$ cat src/csv_stream_tokenizer_defines.svh
// Assertion macros used by the tokenizer top level.
// Expects clk and rst in the scope of each use.
`ifndef CSV_STREAM_TOKENIZER_DEFINES_SVH
`define CSV_STREAM_TOKENIZER_DEFINES_SVH

// Condition must hold in the same cycle
`define CSVT_ASSERT_NOW(label, ante, cons) \
  label: assert property (@(posedge clk) disable iff (rst) (ante) |-> (cons)) \
    else $error("csvt: assertion failed");

// Condition must hold in the following cycle
`define CSVT_ASSERT_NEXT(label, ante, cons) \
  label: assert property (@(posedge clk) disable iff (rst) (ante) |=> (cons)) \
    else $error("csvt: assertion failed");

`endif

$ cat src/csvt_pkg.sv
// Shared types and constants for the CSV stream tokenizer.
// No dependencies.
package csvt_pkg;

  localparam int CHAR_WIDTH = 16;

  typedef logic [CHAR_WIDTH-1:0] char_t;

  localparam char_t CODE_CR = char_t'(13);
  localparam char_t CODE_LF = char_t'(10);

  localparam char_t DELIM_RST   = char_t'(44);
  localparam char_t QUOTE_RST   = char_t'(34);
  localparam char_t COMMENT_RST = char_t'(35);

  typedef enum logic [1:0] {
    TOK_DATA      = 2'd0,
    TOK_FIELD     = 2'd1,
    TOK_FIELD_REC = 2'd2,
    TOK_REC       = 2'd3
  } tok_kind_t;

  typedef enum logic [1:0] {
    CFG_DELIM   = 2'd0,
    CFG_QUOTE   = 2'd1,
    CFG_COMMENT = 2'd2
  } cfg_idx_t;

  typedef struct packed {
    char_t delim;
    char_t quote;
    char_t comment;
  } cfg_t;

  typedef struct packed {
    logic in_quotes;
    logic quote_pending;
    logic in_comment;
    logic at_line_start;
    logic field_has_chars;
    logic record_has_fields;
  } flags_t;

  localparam flags_t FLAGS_RST = '{
    in_quotes: 1'b0, quote_pending: 1'b0, in_comment: 1'b0,
    at_line_start: 1'b1, field_has_chars: 1'b0, record_has_fields: 1'b0
  };

  typedef struct packed {
    tok_kind_t kind;
    char_t     ch;
  } token_t;

endpackage

$ cat src/csvt_if.sv
// Valid/ready channel interfaces for character input and token output.
// Depends on csvt_pkg.
interface csvt_in_if;
  logic                valid;
  logic                ready;
  csvt_pkg::char_t     char_code;
  logic                end_of_input;

  modport source (output valid, output char_code, output end_of_input, input ready);
  modport sink (input valid, input char_code, input end_of_input, output ready);
endinterface

interface csvt_out_if;
  logic                valid;
  logic                ready;
  logic [1:0]          token_kind;
  csvt_pkg::char_t     out_char;

  modport source (output valid, output token_kind, output out_char, input ready);
  modport sink (input valid, input token_kind, input out_char, output ready);
endinterface

$ cat src/csvt_cfg_regs.sv
// Delimiter, quote and comment character registers with plain write port.
// Depends on csvt_pkg.
module csvt_cfg_regs (
  input  logic           clk,
  input  logic           rst,
  input  logic           cfg_we,
  input  logic [1:0]     cfg_index,
  input  csvt_pkg::char_t cfg_data,
  output csvt_pkg::cfg_t cfg
);
  import csvt_pkg::*;

  always_ff @(posedge clk) begin
    if (rst) begin
      cfg.delim   <= DELIM_RST;
      cfg.quote   <= QUOTE_RST;
      cfg.comment <= COMMENT_RST;
    end else if (cfg_we) begin
      case (cfg_index)
        CFG_DELIM:   cfg.delim   <= cfg_data;
        CFG_QUOTE:   cfg.quote   <= cfg_data;
        CFG_COMMENT: cfg.comment <= cfg_data;
        default: ;
      endcase
    end
  end

endmodule

$ cat src/csvt_core.sv
// Input register, parser flags and the per-character step logic.
// Depends on csvt_pkg and csvt_in_if.
module csvt_core (
  input  logic            clk,
  input  logic            rst,
  input  csvt_pkg::cfg_t  cfg,
  csvt_in_if.sink         in_ch,
  output logic            tok_valid,
  input  logic            tok_ready,
  output csvt_pkg::token_t tok,
  output csvt_pkg::flags_t flags
);
  import csvt_pkg::*;

  logic   held;
  char_t  c;
  logic   eoi;
  logic   advance;
  logic   emit;
  logic   done;
  flags_t flags_next;

  always_comb begin
    flags_next = flags;
    emit       = 1'b0;
    done       = 1'b0;
    tok.kind   = TOK_DATA;
    tok.ch     = '0;
    if (eoi) begin
      if (flags.field_has_chars) begin
        emit     = 1'b1;
        tok.kind = TOK_FIELD_REC;
      end else if (flags.record_has_fields) begin
        emit     = 1'b1;
        tok.kind = TOK_REC;
      end
      flags_next = FLAGS_RST;
    end else begin
      if (flags.quote_pending) begin
        flags_next.quote_pending = 1'b0;
        if (c == cfg.quote) begin
          flags_next.field_has_chars = 1'b1;
          flags_next.at_line_start   = 1'b0;
          emit   = 1'b1;
          tok.ch = cfg.quote;
          done   = 1'b1;
        end else if (c == CODE_CR || c == CODE_LF || c == cfg.delim) begin
          flags_next.in_quotes = 1'b0;
        end
      end
      if (!done) begin
        if (c == CODE_CR) begin
          // dropped
        end else if (c == CODE_LF && !flags_next.in_quotes) begin
          emit     = !flags_next.in_comment;
          tok.kind = TOK_FIELD_REC;
          flags_next.in_comment        = 1'b0;
          flags_next.at_line_start     = 1'b1;
          flags_next.field_has_chars   = 1'b0;
          flags_next.record_has_fields = 1'b0;
        end else if (c == cfg.comment && !flags_next.in_quotes &&
                     flags_next.at_line_start) begin
          flags_next.in_comment    = 1'b1;
          flags_next.at_line_start = 1'b0;
        end else begin
          flags_next.at_line_start = 1'b0;
          if (flags_next.in_comment) begin
            // comment line swallows everything
          end else if (!flags_next.field_has_chars && c == cfg.quote &&
                       !flags_next.in_quotes) begin
            flags_next.in_quotes = 1'b1;
          end else if (c == cfg.delim && !flags_next.in_quotes) begin
            flags_next.field_has_chars   = 1'b0;
            flags_next.record_has_fields = 1'b1;
            emit     = 1'b1;
            tok.kind = TOK_FIELD;
          end else if (c == cfg.quote && flags_next.in_quotes) begin
            flags_next.quote_pending = 1'b1;
          end else begin
            flags_next.field_has_chars = 1'b1;
            emit   = 1'b1;
            tok.ch = c;
          end
        end
      end
    end
  end

  assign tok_valid   = held && emit;
  assign advance     = held && (!emit || tok_ready);
  assign in_ch.ready = !held || advance;

  always_ff @(posedge clk) begin
    if (rst) begin
      held  <= 1'b0;
      flags <= FLAGS_RST;
    end else begin
      if (advance) begin
        flags <= flags_next;
      end
      if (in_ch.ready) begin
        held <= in_ch.valid;
      end
    end
  end

  always_ff @(posedge clk) begin
    if (in_ch.valid && in_ch.ready) begin
      c   <= in_ch.char_code;
      eoi <= in_ch.end_of_input;
    end
  end

endmodule

$ cat src/csvt_out_reg.sv
// Output token register between the step logic and the output channel.
// Depends on csvt_pkg and csvt_out_if.
module csvt_out_reg (
  input  logic             clk,
  input  logic             rst,
  input  logic             tok_valid,
  output logic             tok_ready,
  input  csvt_pkg::token_t tok,
  csvt_out_if.source       out_ch
);
  import csvt_pkg::*;

  assign tok_ready = !out_ch.valid || out_ch.ready;

  always_ff @(posedge clk) begin
    if (rst) begin
      out_ch.valid <= 1'b0;
    end else if (tok_ready) begin
      out_ch.valid <= tok_valid;
    end
  end

  always_ff @(posedge clk) begin
    if (tok_valid && tok_ready) begin
      out_ch.token_kind <= tok.kind;
      out_ch.out_char   <= tok.ch;
    end
  end

endmodule

$ cat src/csv_stream_tokenizer.sv
// CSV stream tokenizer top level: one character item in, at most one token out.
// Token path: an accepted item is held in the input register, and its token is captured in the token register.
// Throughput: 1 item per cycle; input stalls only while a token waits in a full output.
// Reset (rst, synchronous): parser flags to line start, registers to ',' '"' '#'.
// Depends on csvt_pkg, csvt_if, csvt_cfg_regs, csvt_core, csvt_out_reg.
`include "csv_stream_tokenizer_defines.svh"
module csv_stream_tokenizer (
  input  logic            clk,
  input  logic            rst,
  input  logic            cfg_we,
  input  logic [1:0]      cfg_index,
  input  csvt_pkg::char_t cfg_data,
  csvt_in_if.sink         in_ch,
  csvt_out_if.source      out_ch
);
  import csvt_pkg::*;

  cfg_t   cfg;
  token_t tok;
  logic   tok_valid;
  logic   tok_ready;
  flags_t flags;

  csvt_cfg_regs u_cfg (
    .clk       (clk),
    .rst       (rst),
    .cfg_we    (cfg_we),
    .cfg_index (cfg_index),
    .cfg_data  (cfg_data),
    .cfg       (cfg)
  );

  csvt_core u_core (
    .clk       (clk),
    .rst       (rst),
    .cfg       (cfg),
    .in_ch     (in_ch),
    .tok_valid (tok_valid),
    .tok_ready (tok_ready),
    .tok       (tok),
    .flags     (flags)
  );

  csvt_out_reg u_out (
    .clk       (clk),
    .rst       (rst),
    .tok_valid (tok_valid),
    .tok_ready (tok_ready),
    .tok       (tok),
    .out_ch    (out_ch)
  );

  `CSVT_ASSERT_NOW(a_stall_needs_full_out, !in_ch.ready, out_ch.valid)
  `CSVT_ASSERT_NOW(a_ctrl_tok_no_char, out_ch.valid && out_ch.token_kind != TOK_DATA,
                   out_ch.out_char == '0)
  `CSVT_ASSERT_NOW(a_pending_in_quotes, flags.quote_pending, flags.in_quotes)
  `CSVT_ASSERT_NOW(a_comment_not_quoted, flags.in_comment, !flags.in_quotes)

endmodule

$ cat src/flat_wrapper.sv
// flat-port wrapper written by rule: the top's interface ports become plain ports
module csv_stream_tokenizer_flat import csvt_pkg::*;
  (clk, rst, cfg_we, cfg_index, cfg_data, in_ch_valid, in_ch_char_code, in_ch_end_of_input, in_ch_ready, out_ch_valid, out_ch_token_kind, out_ch_out_char, out_ch_ready);
  csvt_in_if in_ch_i ();
  csvt_out_if out_ch_i ();
  input  logic clk;
  input  logic rst;
  input  logic cfg_we;
  input  logic [1:0] cfg_index;
  input  csvt_pkg::char_t cfg_data;
  input wire logic [$bits(in_ch_i.valid)-1:0] in_ch_valid;
  input wire logic [$bits(in_ch_i.char_code)-1:0] in_ch_char_code;
  input wire logic [$bits(in_ch_i.end_of_input)-1:0] in_ch_end_of_input;
  output wire logic [$bits(in_ch_i.ready)-1:0] in_ch_ready;
  output wire logic [$bits(out_ch_i.valid)-1:0] out_ch_valid;
  output wire logic [$bits(out_ch_i.token_kind)-1:0] out_ch_token_kind;
  output wire logic [$bits(out_ch_i.out_char)-1:0] out_ch_out_char;
  input wire logic [$bits(out_ch_i.ready)-1:0] out_ch_ready;
  assign in_ch_i.valid = in_ch_valid;
  assign in_ch_i.char_code = in_ch_char_code;
  assign in_ch_i.end_of_input = in_ch_end_of_input;
  assign in_ch_ready = in_ch_i.ready;
  assign out_ch_valid = out_ch_i.valid;
  assign out_ch_token_kind = out_ch_i.token_kind;
  assign out_ch_out_char = out_ch_i.out_char;
  assign out_ch_i.ready = out_ch_ready;
  csv_stream_tokenizer u_core (.clk(clk), .rst(rst), .cfg_we(cfg_we), .cfg_index(cfg_index), .cfg_data(cfg_data), .in_ch(in_ch_i), .out_ch(out_ch_i));
endmodule
$ cat config.mk
export PLATFORM = sky130hd
export DESIGN_NAME = csv_stream_tokenizer_flat
export DESIGN_NICKNAME = d
export VERILOG_FILES = /design/src/csvt_pkg.sv /design/src/csvt_if.sv /design/src/csvt_cfg_regs.sv /design/src/csvt_core.sv /design/src/csvt_out_reg.sv /design/src/csv_stream_tokenizer.sv /design/src/flat_wrapper.sv
export VERILOG_INCLUDE_DIRS = /design/src /design/src/src
export SDC_FILE = /design/constraint.sdc
export NUM_CORES = 1
export LEC_CHECK = 0
export BUFFER_PORTS_ARGS = -buffer_cell sky130_fd_sc_hd__buf_2
export CAP_MARGIN = 10
export CORE_ASPECT_RATIO = 1.4
export CORE_MARGIN = 1.5
export CORE_UTILIZATION = 60
export DETAILED_ROUTE_END_ITERATION = 12
export GPL_TIMING_DRIVEN = 0
export PLACE_DENSITY = 0.82
export SYNTH_ARGS = -nofsm -noshare
export SYNTH_HDL_FRONTEND = slang
export SYNTH_SLANG_ARGS = --single-unit
$ cat constraint.sdc
create_clock -name clk -period 6 [get_ports clk]
set_clock_uncertainty 0.05 [all_clocks]
set_input_delay 0.6 -clock clk [delete_from_list [all_inputs] [get_ports clk]]
set_output_delay 0.6 -clock clk [all_outputs]
set_load 0.01 [all_outputs]
# After elaboration in Yosys (flattened, before gate mapping)

Cells that the tools add are included.

Register bits after elaboration: 91
Input port bits: 40

Multiplexer cells: 54
Reduce and logical (&&, ||, !) cells: 30
Eq/ne operators: 12

Operator list:

| cell                                                   | count |
|---|---|
| 2-to-1 mux 16 bit                                      | 5 |
| 2-to-1 mux 17 bit                                      | 3 |
| == test 16 bit                                         | 3 |
| 2-to-1 mux 18 bit                                      | 2 |
| == test 16 x 4 -> 1 bit (second input constant)        | 2 |
| 2-to-1 mux 2 bit                                       | 15 |
| 2-to-1 mux 1 bit                                       | 25 |
| 2-to-1 mux 6 bit                                       | 3 |
| logical AND 1 bit                                      | 11 |
| AND reduction 7 bit                                    | 1 |
| zero test 1 bit                                        | 6 |
| inequality test 3 bit (second input constant)          | 2 |
| AND reduction 2 bit                                    | 3 |
| nonzero test 3 bit                                     | 2 |
| logical OR 1 bit                                       | 5 |
| 2-to-1 mux 4 bit                                       | 1 |
| inequality test 2 bit (second input constant)          | 2 |
| AND reduction 4 bit                                    | 1 |
| inequality test 3 x 1 -> 1 bit (second input constant) | 1 |
| == test 2 x 1 -> 1 bit (second input constant)         | 1 |
| == test 2 bit (second input constant)                  | 1 |
| zero test 2 bit                                        | 1 |

# Depth between registers and ports, before layout

Word-level depth: 22
Gate-level depth with buffers: 11

# Modules after synthesis

From an unflattened synthesis, not the netlist that was laid out.

Cell total of the unflattened synthesis: 426
Area total of the unflattened synthesis: 4704.5 sq um

Modules (own cells, without submodules):

| module        | area each (sq um) | times used | cells each | seq. area each (sq um) |
|---|---|---|---|---|
| csvt_core     | 2154.6            | 1          | 221        | 650.6 |
| csvt_cfg_regs | 1954.4            | 1          | 182        | 960.9 |
| csvt_out_reg  | 595.6             | 1          | 23         | 560.5 |

# Worst setup path before layout

No wires, ideal clock.

Kind: flip-flop to flip-flop
From: register u_core.u_core.c[11]
To: register u_core.u_core.c[0] (enable)
Setup time: 0.401 ns
Cell stages (with the launch flop): 8
Data arrival time: 3.044 ns
Clock period less this slack: 3.496 ns
Buffers on the path: 1
Setup slack: 2.504 ns
Cell sequence: edfxtp_1 buf_6 xor2_2 or4_4 or4_4 a221oi_2 o21bai_1 a31oi_1

Word-level cells in the longest chain between the ends: 22
Elaborated cells on any way between the ends: 40

Ends and longest elaborated chain:

| item                                                  | RTL line                                          | text |
|---|---|---|
| start, declared                                       | csvt_core.sv:16                                   | `char_t c;` |
| start signal, assigned                                | csvt_core.sv:109                                  | `c <= in_ch.char_code;` |
| == test 16 x 4 -> 1 bit (on tied branches)            | csvt_core.sv:47, csvt_core.sv:52, csvt_core.sv:54 |  |
| logical OR 1 bit (2 in a row)                         | csvt_core.sv:47                                   | `end else if (c == CODE_CR \|\| c == CODE_LF \|\| c == cfg.delim) begin` |
| 2-to-1 mux 1 bit                                      | csvt_core.sv:47                                   |  |
| 2-to-1 mux 1 bit                                      | csvt_core.sv:41                                   | `if (c == cfg.quote) begin` |
| 2-to-1 mux 2 bit                                      | csvt_core.sv:39                                   | `if (flags.quote_pending) begin` |
| 2-to-1 mux 2 bit                                      | csvt_core.sv:29                                   | `if (eoi) begin` |
| logical AND 1 bit or zero test 1 bit (tied branches)  | n/a                                               |  |
| 2-to-1 mux 1 bit or logical AND 1 bit (tied branches) | csvt_core.sv:77, csvt_core.sv:72                  |  |
| [5 not listed]                                        | n/a                                               |  |
| 2-to-1 mux 1 bit                                      | csvt_core.sv:52                                   | `if (c == CODE_CR) begin` |
| 2-to-1 mux 1 bit *                                    | csvt_core.sv:51                                   | `if (!done) begin` |
| 2-to-1 mux 1 bit *                                    | csvt_core.sv:29                                   |  |
| zero test 1 bit *                                     | csvt_core.sv:90                                   | `assign advance = held && (!emit \|\| tok_ready);` |
| logical OR 1 bit *                                    | csvt_core.sv:90                                   |  |
| logical AND 1 bit *                                   | csvt_core.sv:90                                   |  |
| logical OR 1 bit *                                    | csvt_core.sv:91                                   | `assign in_ch.ready = !held \|\| advance;` |
| logical AND 1 bit *                                   | csvt_core.sv:108                                  | `if (in_ch.valid && in_ch.ready) begin` |

Every way passes the cells marked *; elsewhere a longest branch is shown, timed or not. The select of a mux whose other input is x is not followed.
A chain may end at the register's enable or synchronous reset.

# Worst setup path in the final report

From: register u_core.u_core.c[0]
To: output port in_ch_ready

Word-level cells in the longest chain between the ends: 21
Elaborated cells on any way between the ends: 39

Ends and longest elaborated chain:

| item                                                  | RTL line                                          | text |
|---|---|---|
| == test 16 x 4 -> 1 bit (on tied branches)            | csvt_core.sv:47, csvt_core.sv:52, csvt_core.sv:54 |  |
| logical OR 1 bit (2 in a row)                         | csvt_core.sv:47                                   |  |
| 2-to-1 mux 1 bit                                      | csvt_core.sv:47                                   |  |
| 2-to-1 mux 1 bit                                      | csvt_core.sv:41                                   |  |
| 2-to-1 mux 2 bit                                      | csvt_core.sv:39                                   |  |
| 2-to-1 mux 2 bit                                      | csvt_core.sv:29                                   |  |
| logical AND 1 bit or zero test 1 bit (tied branches)  | n/a                                               |  |
| 2-to-1 mux 1 bit or logical AND 1 bit (tied branches) | csvt_core.sv:77, csvt_core.sv:72                  |  |
| [4 not listed]                                        | n/a                                               |  |
| 2-to-1 mux 1 bit                                      | csvt_core.sv:54                                   | `end else if (c == CODE_LF && !flags_next.in_quotes) begin` |
| 2-to-1 mux 1 bit                                      | csvt_core.sv:52                                   |  |
| 2-to-1 mux 1 bit *                                    | csvt_core.sv:51                                   |  |
| 2-to-1 mux 1 bit *                                    | csvt_core.sv:29                                   |  |
| zero test 1 bit *                                     | csvt_core.sv:90                                   |  |
| logical OR 1 bit *                                    | csvt_core.sv:90                                   |  |
| logical AND 1 bit *                                   | csvt_core.sv:90                                   |  |
| logical OR 1 bit *                                    | csvt_core.sv:91                                   |  |
| end, declared                                         | flat_wrapper.sv:14                                | `output wire logic [$bits(in_ch_i.ready)-1:0] in_ch_ready;` |

Marks and branches as above.

==> flow_metrics.py <==
metrics = {
    "outcome": {
        "status": "finished, final reports clean",
    },
    "clocking": {
        "worst_skew_pair.late_latency_ns": 0.36,
        "post_cts.repair.setup_buffers": 0,
        "cts_root_buf": "sky130_fd_sc_hd__clkbuf_8",
        "cts.hold.buffers_added": 0,
        "cts.clk_slew.worst_paths_ns": 0.09,
        "total_clock_buffers_created_by_cts": 9,
        "cts-resized-gates": 0,
        "tritoncts": "yes",
        "htree_num_levels": 3,
        "tritoncts_num_sinks": 91,
        "clock_path_buffers": 2,
    },
    "yosys": {
        "ys_async_sr_fraction_pct": 0,
        "synth_fp_nets": 511,
        "synth.cell_area_um2": 4402,
        "yosysTopAreaCell": "sky130_fd_sc_hd__dfxtp_1",
        "synth_top_cells_by_count": "sky130_fd_sc_hd__nand2_1, sky130_fd_sc_hd__dfxtp_1, sky130_fd_sc_hd__a21oi_1",
        "netlist_instances": 471,
        "synthFlopType": "sky130_fd_sc_hd__dfxtp_1",
        "yosys_register_bits": 91,
        "synth_most_common_cell": "sky130_fd_sc_hd__nand2_1",
        "seq_area_frac_synth_pct": 49.35,
        "top_area_cells_in_the_synthesized_netlist": "sky130_fd_sc_hd__dfxtp_1, sky130_fd_sc_hd__edfxtp_1, sky130_fd_sc_hd__nand2_1, sky130_fd_sc_hd__xnor2_1, sky130_fd_sc_hd__a21oi_1",
        "synth.distinct_cells": 56,
        "share_of_the_synthesized_area_in_the_top_cell_type_pct": 25.47,
        "yosysWarningCount": 0,
        "post_synth.cell_area_avg_um2": 9.345,
        "synth_edf_count": 35,
    },
    "sta": {
        "worst_pin_slew_ns": 0.8703,
        "final-hold-violation-count": 0,
        "min_period_over_period_pct": 64.77,
        "slew_viol_final": 0,
        "slew_headroom_pct": 41.86,
        "max_freq_mhz": 257.3,
        "min_period_ns": 3.886,
        "timing.setup.tns_ns": 0,
        "final_layout_worst_hold_slack_ns": 0.3534,
        "rsz0062_at_grt": "no",
        "report.final.setup_viol": 0,
    },
    "detailed_routing": {
        "detailedRoute.firstPassIterationCount": 5,
        "detail_route.drc_violations": 0,
        "drt_wl_total_mm": 10.32,
        "drt-vias-per-instance": 5.629,
        "drt_first_iter_violations": 240,
        "avgRoutedWirePerCell_um": 16.07,
        "routed-via-count": 3614,
        "antenna_violating_nets_post_route": 0,
    },
    "cells_and_area": {
        "fillers": 571,
        "antennaDiodeCount": 0,
        "fraction_of_final_layout_cells_sized_beyond_drive_strength_1_pct": 19.56,
        "synthToLayoutAreaGrowth_pct": 13.59,
        "nets": 583,
    },
    "floorplan": {
        "io-pin-count": 60,
        "floorplan.die.height_um": 104.3,
        "num_rows": 36,
        "initial_core_util_pct": 62.64,
        "floorplan.core_area_um2": 7027,
        "fp.dieArea_um2": 7867,
        "floorplan.die.width_um": 75.39,
    },
    "setup_path": {
        "timing.critical_path.to_type": "output pin",
        "critPathArrivalTime_ns": 3.24,
        "critical_path_cell_by_cell": "clkbuf_1 -> xnor2_1 -> nand4_1 -> nor4_2 -> o211ai_2 -> a221oi_2 -> o21bai_1 -> nand3_1 -> buf_2",
        "crit_path_top_delay_cell": "sky130_fd_sc_hd__nor4_2",
        "regToRegStartpoint": "u_core.u_core.c[0]",
        "critPathLaunchType": "register",
        "slowest_delay_ns": 0.67,
        "crit_path_max_fanout": 6,
        "path_type_of_the_worst_setup_path": "register to output pin",
        "cp_top_family": "simple AND/OR/NAND/NOR gates",
        "required_arrival_time_at_the_worst_endpoint_ns": 5.35,
        "crit_path_start": "u_core.u_core.c[0]",
        "cp_num_buf_inv": 2,
    },
    "global_routing": {
        "grt_remaining_overflow": 0,
        "grt_max_degree": 15,
        "total_routing_resource_utilization_after_global_routing_pct": 28.09,
        "grt_pass1_vias": 3445,
        "antenna_found_initial": 0,
        "grt_pass1_wl_mm": 16.47,
    },
    "power": {
        "ir_drop_mv": 0.2116,
        "cellLeakagePower_uw": 0.001788,
        "power.combinational.fraction_pct": 11.7,
        "p_int_uw": 872.7,
        "total_power_uw": 1176,
        "pwr-share-seq_pct": 57.9,
        "power_switching_uw": 303.3,
        "power.density_cell_area_nw_per_um2": 235.2,
        "clock_power_share_pct": 30.4,
        "net_switching_fraction_of_the_power_pct": 25.79,
    },
    "place": {
        "dp.final_hpwl_mm": 8.140,
        "place.port_buffers": 59,
        "gp_congestion": 0.9088,
    },
    "run": {
        "cap_violations": 0,
    },
    "min_path": {
        "hp-class": "primary input to register",
        "min_from": "in_ch_char_code[2]",
    },
}
==> stage by stage <==
stage | utilization [%] | cell area, um2 | instances | setup WS [ns]
floorplan | - | 4402 | 471 | 2.504
global placement | 68.54 | 4816 | 625 | 1.571
detailed placement | 68.89 | 4841 | 627 | 2.435
CTS | 71.15 | 5000 | 642 | 2.124
global route | 71.15 | 5000 | 642 | 1.971
finish | 71.15 | 5000 | 642 | 2.114
==> registers in the layout, summed over array words and instances, names as in the netlist <==
name                            count
u_core.u_cfg.cfg                   48
u_core.u_core.c                    16
u_core.u_out.out_ch.out_char       16
u_core.u_core.flags                 6
u_core.u_out.out_ch.token_kind      2
u_core.u_core.eoi                   1
u_core.u_core.held                  1
u_core.u_out.out_ch.valid           1
==> power by group through the flow <==
stage / sequential [uW] / combinational, uW / clock (uW)
CTS: 681 / 138 / 360
finish: 681 / 138 / 357
global placement: 694 / 133 / 0
global route: 684 / 152 / 384
detailed placement: 695 / 137 / 0
floorplan: 694 / 87.2 / 0
==> final cells by class <==
class / count / area [um2] / share of cell area (%)
multi-input combinational: 335 / 1992 / 39.84
sequential: 91 / 2172 / 43.44
inverter: 7 / 26.28 / 0.5255
buffer: 38 / 217.7 / 4.354
timing repair buffer: 61 / 314.1 / 6.281
tap: 95 / 118.9 / 2.377
clock inverter: 4 / 27.53 / 0.5506
clock buffer: 11 / 131.4 / 2.628
==> cells by family (layout without fill, tap and decap cells) <==
logic type | after synthesis | after routing | synth area share (%)
buffers and inverters | 45 | 121 | 5.543
xor gates and xnor gates | 48 | 48 | 10.06
and+or+nand+nor | 195 | 195 | 21.92
DFF | 91 | 91 | 49.35
AOI/OAI and AO/OA | 92 | 92 | 13.13
==> routing by layer <==
metal / GRT usage, % / wire length (um) / vias to the layer above
met4: 12.88 / 332 / 0
met1: 33.69 / 4119 / 1701
li1: - / - / 1773
met3: 4.651 / 468 / 27
met5: 0 / 0 / -
met2: 47.56 / 5395 / 113
==> placed cells by master (no fill, tap or decap), drive strengths merged, types with 2 or more instances in the layout <==
master      n
a211oi      2
buf        71
nor3        6
a31oi       2
inv         8
o21ai       8
nor2b       2
edfxtp     35
nor2       24
or2         2
nand2b      2
and3b       2
xnor2      40
a2bb2oi     2
a22oi      17
nand3       3
nand2     105
nand3b     14
o31ai       2
clkinvlp    2
dfxtp      56
xor2        8
nand4      12
clkbuf     38
a21oi      49
or4         4
o41ai       2
or3         2
nor4        8
or3b        2
==> final timing paths <==
kind | endpoint | slack (ns) | cells after the start
setup reg to reg | u_core.u_core.c[5] | 2.43 | 9
hold reg to reg | u_core.u_cfg.cfg[8] | 0.42 | 2
setup / recovery | in_ch_ready | 2.11 | 9
hold / removal | u_core.u_core.c[2] | 0.35 | 1
No activity file was read; power rests on OpenSTA's default activity.
